File: src/hdl/ghash_pkg.sv
// ----------------------------------------------------------------------------
// ghash_pkg
// shared widths, register indexes and the gf(2^128) multiply-by-x helper
// ----------------------------------------------------------------------------
package ghash_pkg;

  localparam int BlockW   = 128;
  localparam int HalfW    = 64;
  localparam int CfgIdxW  = 8;

  // reflected reduction constant for x^128 + x^7 + x^2 + x + 1
  localparam logic [BlockW-1:0] ReducePoly = {8'he1, {(BlockW-8){1'b0}}};

  typedef enum logic [CfgIdxW-1:0] {
    REG_SUBKEY_HIGH = 8'd0,
    REG_SUBKEY_LOW  = 8'd1
  } cfg_reg_e;

  // multiply by x in the reflected bit order
  function automatic logic [BlockW-1:0] gf_times_x(logic [BlockW-1:0] v);
    logic [BlockW-1:0] r;
    r = v >> 1;
    if (v[0]) begin
      r = r ^ ReducePoly;
    end
    return r;
  endfunction

endpackage

File: src/hdl/ghash_mul_step.sv
// ----------------------------------------------------------------------------
// ghash_mul_step
// one digit step of the gf(2^128) multiply: z * x^digit_bits plus digit * H
// ----------------------------------------------------------------------------
module ghash_mul_step
  import ghash_pkg::*;
#(
  parameter int DIGIT_BITS = 4
) (
  input  logic [BlockW-1:0]     z_i,
  input  logic [DIGIT_BITS-1:0] digit_i,
  input  logic [BlockW-1:0]     subkey_i,
  output logic [BlockW-1:0]     z_o
);

  logic [BlockW-1:0] pow [DIGIT_BITS];
  logic [BlockW-1:0] mult;
  logic [BlockW-1:0] zs;

  // digit multiple built from the powers H * x^i
  always_comb begin
    pow[0] = subkey_i;
    for (int i = 1; i < DIGIT_BITS; i++) begin
      pow[i] = gf_times_x(pow[i-1]);
    end
    mult = '0;
    for (int j = 0; j < DIGIT_BITS; j++) begin
      if (digit_i[j]) begin
        mult = mult ^ pow[DIGIT_BITS-1-j];
      end
    end
  end

  always_comb begin
    zs = z_i;
    for (int j = 0; j < DIGIT_BITS; j++) begin
      zs = gf_times_x(zs);
    end
    z_o = zs ^ mult;
  end

endmodule

File: src/hdl/ghash_accumulator.sv
// ----------------------------------------------------------------------------
// ghash_accumulator
// an absorb transfer runs ceil(128/DIGIT_BITS) digit steps (32 at the
// default) through one shared step unit; the result is registered after the
// last step, or held in ST_DONE while the output is full; no new transfer is
// taken until then, as the accumulator feeds back through the step unit
// reset: asynchronous active low, clears accumulator, subkey and handshake state
// ----------------------------------------------------------------------------
module ghash_accumulator
  import ghash_pkg::*;
#(
  parameter int DIGIT_BITS = 4
) (
  input  logic                 clk_i,
  input  logic                 rst_ni,
  input  logic                 cfg_valid_i,
  output logic                 cfg_ready_o,
  input  logic [CfgIdxW-1:0]   cfg_index_i,
  input  logic [HalfW-1:0]     cfg_data_i,
  input  logic                 s_axis_tvalid,
  output logic                 s_axis_tready,
  input  logic [BlockW-1:0]    s_axis_tdata,   // block_low, block_high
  input  logic                 s_axis_tuser,   // kind
  output logic                 m_axis_tvalid,
  input  logic                 m_axis_tready,
  output logic [BlockW-1:0]    m_axis_tdata    // hash_low, hash_high
);

  localparam int DigitCount = (BlockW + DIGIT_BITS - 1) / DIGIT_BITS;
  localparam int WordW      = DigitCount * DIGIT_BITS;
  localparam int PadW       = WordW - BlockW;
  localparam int CntW       = $clog2(DigitCount);
  localparam logic [CntW-1:0] LastCnt = CntW'(DigitCount - 1);

  typedef enum logic [2:0] {
    ST_IDLE = 3'b001,
    ST_RUN  = 3'b010,
    ST_DONE = 3'b100
  } state_e;

  state_e            state_q, state_d;
  logic [CntW-1:0]   cnt_q, cnt_d;
  logic [WordW-1:0]  opnd_q, opnd_d;
  logic [BlockW-1:0] acc_q, acc_d;
  logic [BlockW-1:0] subkey_q;
  logic              out_valid_q, out_valid_d;
  logic [BlockW-1:0] out_data_q, out_data_d;
  logic [BlockW-1:0] step_z;
  logic [BlockW-1:0] blk_sum;
  logic              s_xfer, out_free, last_step;

  assign cfg_ready_o   = 1'b1;
  assign s_axis_tready = (state_q == ST_IDLE);
  assign s_xfer        = s_axis_tvalid & s_axis_tready;
  assign out_free      = ~out_valid_q | m_axis_tready;
  assign last_step     = (cnt_q == LastCnt);
  assign m_axis_tvalid = out_valid_q;
  assign m_axis_tdata  = {out_data_q[HalfW-1:0], out_data_q[BlockW-1:HalfW]};

  // accumulator keeps hash_high in the upper half
  assign blk_sum = acc_q ^ {s_axis_tdata[HalfW-1:0], s_axis_tdata[BlockW-1:HalfW]};

  ghash_mul_step #(
    .DIGIT_BITS(DIGIT_BITS)
  ) u_step (
    .z_i      (acc_q),
    .digit_i  (opnd_q[DIGIT_BITS-1:0]),
    .subkey_i (subkey_q),
    .z_o      (step_z)
  );

  always_comb begin
    state_d     = state_q;
    cnt_d       = cnt_q;
    opnd_d      = opnd_q;
    acc_d       = acc_q;
    out_valid_d = out_valid_q & ~m_axis_tready;
    out_data_d  = out_data_q;
    unique case (state_q)
      ST_IDLE: begin
        if (s_xfer) begin
          if (s_axis_tuser) begin
            acc_d = '0;
            if (out_free) begin
              out_valid_d = 1'b1;
              out_data_d  = '0;
            end else begin
              state_d = ST_DONE;
            end
          end else begin
            acc_d   = '0;
            opnd_d  = WordW'(blk_sum) << PadW;
            cnt_d   = '0;
            state_d = ST_RUN;
          end
        end
      end
      ST_RUN: begin
        acc_d  = step_z;
        opnd_d = opnd_q >> DIGIT_BITS;
        cnt_d  = cnt_q + CntW'(1);
        if (last_step) begin
          if (out_free) begin
            out_valid_d = 1'b1;
            out_data_d  = step_z;
            state_d     = ST_IDLE;
          end else begin
            state_d = ST_DONE;
          end
        end
      end
      ST_DONE: begin
        if (out_free) begin
          out_valid_d = 1'b1;
          out_data_d  = acc_q;
          state_d     = ST_IDLE;
        end
      end
      default: begin
        state_d = ST_IDLE;
      end
    endcase
  end

  always_ff @(posedge clk_i or negedge rst_ni) begin
    if (!rst_ni) begin
      state_q     <= ST_IDLE;
      cnt_q       <= '0;
      acc_q       <= '0;
      out_valid_q <= 1'b0;
    end else begin
      state_q     <= state_d;
      cnt_q       <= cnt_d;
      acc_q       <= acc_d;
      out_valid_q <= out_valid_d;
    end
  end

  always_ff @(posedge clk_i) begin
    opnd_q     <= opnd_d;
    out_data_q <= out_data_d;
  end

  // subkey register file
  always_ff @(posedge clk_i or negedge rst_ni) begin
    if (!rst_ni) begin
      subkey_q <= '0;
    end else if (cfg_valid_i && cfg_ready_o) begin
      unique case (cfg_index_i)
        REG_SUBKEY_HIGH: subkey_q[BlockW-1:HalfW] <= cfg_data_i;
        REG_SUBKEY_LOW:  subkey_q[HalfW-1:0]      <= cfg_data_i;
        default: begin
        end
      endcase
    end
  end

`ifndef SYNTH
  a_absorb_starts_run: assert property (@(posedge clk_i) disable iff (!rst_ni)
    (s_xfer && !s_axis_tuser) |=> (state_q == ST_RUN && cnt_q == '0))
    else $error("absorb transfer did not start the digit sequence");

  a_clear_gives_zero: assert property (@(posedge clk_i) disable iff (!rst_ni)
    (s_xfer && s_axis_tuser && out_free) |=> (m_axis_tvalid && m_axis_tdata == '0))
    else $error("clear transfer did not return a zero hash");

  a_result_source: assert property (@(posedge clk_i) disable iff (!rst_ni)
    $rose(m_axis_tvalid) |->
      ($past(state_q == ST_RUN && last_step) || $past(state_q == ST_DONE) ||
       $past(s_xfer && s_axis_tuser)))
    else $error("result appeared without a finished item");
`endif

endmodule
File: config.mk
export PLATFORM = sky130hd
export DESIGN_NAME = ghash_accumulator
export DESIGN_NICKNAME = d
export VERILOG_FILES = /design/src/hdl/ghash_pkg.sv /design/src/hdl/ghash_mul_step.sv /design/src/hdl/ghash_accumulator.sv
export SDC_FILE = /design/constraint.sdc
export NUM_CORES = 1
export LEC_CHECK = 0
export BUFFER_PORTS_ARGS = -buffer_cell sky130_fd_sc_hd__buf_2
export CORE_MARGIN = 2
export CORE_UTILIZATION = 50
export CTS_BUF_LIST = sky130_fd_sc_hd__clkbuf_2
export CTS_CLUSTER_SIZE = 10
export DETAILED_ROUTE_END_ITERATION = 6
export PLACE_DENSITY = 0.73
export SLEW_MARGIN = 20
export SYNTH_ARGS = -nofsm -noshare
export SYNTH_HDL_FRONTEND = slang
export SYNTH_SLANG_ARGS = --single-unit
File: constraint.sdc
create_clock -name clk_i -period 7.9 [get_ports clk_i]
set_clock_uncertainty 0.15 [all_clocks]
set_input_delay 1.185 -clock clk_i [delete_from_list [all_inputs] [get_ports clk_i]]
set_output_delay 1.185 -clock clk_i [all_outputs]
set_load 0.02 [all_outputs]
# Word-level counts from Yosys, hierarchy flattened
# Index checks and enable logic that the tools add are counted.
# word_totals
out_inout_bits	131
ff_bits	521
wordCells	86
input_bits	206
# op_classes
n_mux	38
n_eq_ne	13
reduce_logical	9
add_sub_neg	1
bitwise	17
# op_table
cell	count
$mux W128	20
$xor A128 B128 Y128	5
$pmux W128 S2	2
$pmux W128 S3	1
$not A3 Y4	7
$mux W3	6
$mux W5	2
$pmux W5 S2	1
$pmux W3 S3	1
$eq A8 B1 Y1 const B	1
$logic_not A8 Y1	1
$ne A2 B2 Y1 const B	4
$reduce_and A7 Y1	1
$ne A2 B1 Y1 const B	3
$reduce_and A2 Y1	3
$add A5 B1 Y5 const B	1
$eq A5 B5 Y1 const B	1
$mux W1	4
$reduce_and A4 Y1	1
$eq A3 B1 Y1 const B	1
$eq A3 B2 Y1 const B	1
$eq A3 B3 Y1 const B	1
$ne A3 B3 Y1 const B	1
$pmux W1 S3	1
other kinds (6)	8

# Longest topological paths before layout
# logic_depth
depth_word	17
depth_mapped	8
ltp_nobuf	7

# Hierarchy
# Synthesis repeated with hierarchy kept, for this count alone.
# hier_totals
cells_unflattened	2543
hier_area_um2	28222.1
# by_module_without_submodules
mod	area_per_inst_um2	cells_each	seq_area_each_um2	n_inst
ghash_accumulator	21307.9	1433	14320.0	1
ghash_mul_step	6914.1	1110	0.0	1

# Worst setup path before layout
# OpenSTA, ideal clock, no wires.
# synth_path
kind	input port to flip-flop
from	input port s_axis_tvalid
to	register out_data_q[0] (enable)
setup_ns	0.631
t_arrival_ns	7.096
path_stages	4
required_time_ns	7.119
path_buffers	0
slack_ns	0.023
path_cell_list	nand4b_1 o21ai_0 o21ai_0 nor2b_1
# synth_via
elab_chain_cells	3
# synth_rtl
element	line	rtl
start: declaration	ghash_accumulator.sv:20	input logic s_axis_tvalid,
$and A1 B1 Y1	ghash_accumulator.sv:54	assign s_xfer = s_axis_tvalid & s_axis_tready;
$ne A2 B1 Y1 (no source line)	-	
$reduce_and A7 Y1 (no source line)	-	
end signal: assignment	ghash_accumulator.sv:141	out_data_q <= out_data_d;
end: declaration	ghash_accumulator.sv:47	logic [BlockW-1:0] out_data_q, out_data_d;
# Every way passes these cells.
# A chain may end at the register's enable or synchronous reset.

# Final worst setup path
# layout_path
from	register cnt_q[0]
to	register out_data_q[55] (enable)
# layout_via
elab_chain_cells	3
# layout_rtl
element	line	rtl
start: declaration	ghash_accumulator.sv:42	logic [CntW-1:0] cnt_q, cnt_d;
start signal: assignment	ghash_accumulator.sv:133	cnt_q <= cnt_d;
$eq A5 B5 Y1	ghash_accumulator.sv:56	assign last_step = (cnt_q == LastCnt);
$ne A2 B2 Y1 (no source line)	-	
$reduce_and A7 Y1 (no source line)	-	
# Every way passes these cells.

==> metrics.cfg <==
[placement]
port_buffers = 335
placed_cell_area_mm2 = 0.0309
dpl.hpwl_mm = 53.4
dp.cells = 3749
detailedPlace.worstSlack_ns = 3.88
place.gp.congestion = 0.906

[worst_setup_path]
crit_chain = ha_1, and3_1, ha_1, inv_1, o21ai_0, o21ai_0, nor2b_4, buf_4
required_ns = 8.61
end_kind = register
cp_data_arrival_time_ns = 4.36
cp_slowest_cell = nor2b_4
worst-setup-path-type = reg -> reg
critPathMaxStageDelay_ns = 0.86
reg2reg_depth = 8
start_kind = register
critPathMaxFanout = 51

[power_and_ir_drop]
leakage_nw = 16.3
power_density_mw_per_mm2 = 223
ir_worst_vdd_mv = 0.166
p_total_mw = 7.45

[layout]
fin_util = 0.581
instances_no_fill = 4115
drive_above_1_share = 0.221
nets = 3444
finalInstanceArea_mm2 = 0.0334
syn_to_final_growth_pct = 15.4

[clock_tree]
clk_latency_ns = 1.31
clkTransAtPathRegs_ns = 0.11
cts.htree.levels = 4
cts_buffers = 135
cts_tree = yes
clockBufferDepth = 3
clock-sinks = 521
clockRootBuffer = clkbuf_2

[run]
drv_cap = 0

[synth]
yosys_warnings = 0
yosysSeqAreaShare = 0.494
ys_ff_latch = 521
synth_nets = 2986
ys_types = 51
syn_area_mm2 = 0.0290
postSynthCellCount = 2778
synth_edf_count = 256
async_reset_ff_frac = 0.509
syn_area_per_cell_um2 = 10.4
synth_flop_cell = dfrtp_1

[sta]
layout_setup_ws_ns = 4.25
slew_violations = 0
finalSetupTns_ns = 0
rsz0062_at_grt = false
hold_violations = 0
finalSetupViolCount = 0
timing.hold.ws_ns = 0.173
tightestPinTransition_ns = 1.08
min_period_ns = 3.65
fmax_mhz = 274
period_share = 0.462
max-slew-margin-rel = 0.278

[die]
core-area_mm2 = 0.0575
fp.dieArea_mm2 = 0.0599
rows = 88
fp.dieH_um = 245
io_pins = 337
initial_core_util = 0.504
die_x_um = 245

[global_routing]
grt_usage = 0.265
gr-total-overflow = 0
antenna_found_initial = 7
grt_start_max_net_pins = 126
grt_pass1_vias = 21300
grt_pass1_wl_mm = 120

[detailed_routing]
dr.first_iter.drc_count = 1862
wl_mm = 78.4
wl_per_cell_um = 19.0
ant_nets = 0
drtPass1Iterations = 5
vias = 21400
drc = 0
post_drt_via_cell_ratio = 5.20

[worst_hold_path]
hold_path_class = in -> reg
hold_depth = 3

[status]
status = finished, final reports clean

per-layer routing:
| metal | track usage | share of wire |
|---|---|---|
| met3 | 0.0515 | 0.068 |
| met5 | 0 | 0.00031 |
| met1 | 0.343 | 0.41 |
| met4 | 0.120 | 0.038 |
| met2 | 0.433 | 0.48 |
flip-flops by register name, summed over array words and instances (netlist names):
| name | flops |
|---|---|
| acc_q | 128 |
| opnd_q | 128 |
| out_data_q | 128 |
| subkey_q | 128 |
| cnt_q | 5 |
| state_q | 3 |
| m_axis_tvalid | 1 |
critical path: cells and delay by family (launching register included):
family	cells	cell delay, ns
buf+inv	2	0.86
compound gates	2	0.35
flops	1	0.43
simple gates	2	1.03
fa+ha+maj	2	0.41
timing repair:
| item | CTS | global route |
|---|---|---|
| endpoints found under the hold margin | 264 | 0 |
| resized for setup | 0 | 0 |
| hold buffers | 113 | 0 |
| buffers inserted | 0 | 0 |
| endpoints found under the setup margin | 0 | 0 |
placed cells by master, fill, tap and decap left out, types with 3 or more instances in the layout:
cell type | synthesis | final
mux2_1 | 3 | 3
mux2_2 | 125 | 125
inv_2 | 0 | 5
xnor2_1 | 261 | 261
buf_2 | 49 | 334
clkinv_1 | 0 | 18
nand2_1 | 1259 | 1259
o21ai_0 | 141 | 141
dfrtp_1 | 264 | 264
xnor3_1 | 127 | 127
xnor2_2 | 10 | 10
clkinv_2 | 0 | 5
xor2_1 | 129 | 129
clkbuf_2 | 0 | 215
edfxtp_1 | 256 | 256
dlygate4sd3_1 | 0 | 113
a22o_1 | 3 | 3
buf_4 | 36 | 19
bufinv_16 | 0 | 4
diode_2 | 0 | 4
nor2_1 | 9 | 9
cells in the mapped netlist, types with 2 or more instances:
library cell / count / share of area
nand2_1: 1259 / 0.16
dfrtp_1: 264 / 0.23
xnor2_1: 261 / 0.079
edfxtp_1: 256 / 0.27
o21ai_0: 141 / 0.024
xor2_1: 129 / 0.039
xnor3_1: 127 / 0.099
mux2_2: 125 / 0.049
buf_2: 49 / 0.0085
clkbuf_1: 40 / 0.0052
buf_4: 36 / 0.0093
buf_6: 17 / 0.0066
xnor2_2: 10 / 0.0056
nor2_1: 9 / 0.0012
buf_1: 6 / 0.00078
a22o_1: 3 / 0.00091
mux2_1: 3 / 0.0012
nor2b_1: 3 / 0.00065
a21o_2: 2 / 0.00060
a21oi_1: 2 / 0.00035
and2_1: 2 / 0.00043
ha_1: 2 / 0.00086
inv_1: 2 / 0.00026
mux2i_1: 2 / 0.00069
nand2b_1: 2 / 0.00043
layout make-up:
type                       instances  area, µm²
antenna                            4       10.0
clock buffer                     215       1080
clock inverter                    32        231
fill                            5032      24100
inverter                           2       10.0
multi-input combinational       2106      13800
sequential                       521      14300
tap                              765        957
timing repair buffer             470       3040
power breakdown:
part	internal [mW]	switching [mW]
clock network	0.847	1.14
registers	3.35	0.263
logic	0.667	1.19
total	4.86	2.59
worst paths after layout:
kind	startpoint	slack, ns	endpoint
hold reg to reg	cnt_q[3]	0.35	cnt_q[3]
setup reg to reg	cnt_q[0]	4.25	out_data_q[55]
min in group asynchronous	rst_ni	0.37	acc_q[112]
max in group asynchronous	rst_ni	5.93	acc_q[122]
setup / recovery	cnt_q[0]	4.25	out_data_q[55]
hold / removal	s_axis_tdata[96]	0.17	opnd_q[32]
kinds of logic (layout without fill, tap and decap cells):
kind of cell    Yosys count  count (layout)  share of synthesized area
xor+xnor                530             530                      0.225
simple gates           1288            1288                      0.170
fa+ha+maj                 2               2                   0.000864
other cells               1               5                   0.000129
compound gates          155             155                     0.0282
buf+inv                 151             719                     0.0311
mux                     130             130                     0.0505
flops                   521             521                      0.494
(Power assumes the default switching activity.)
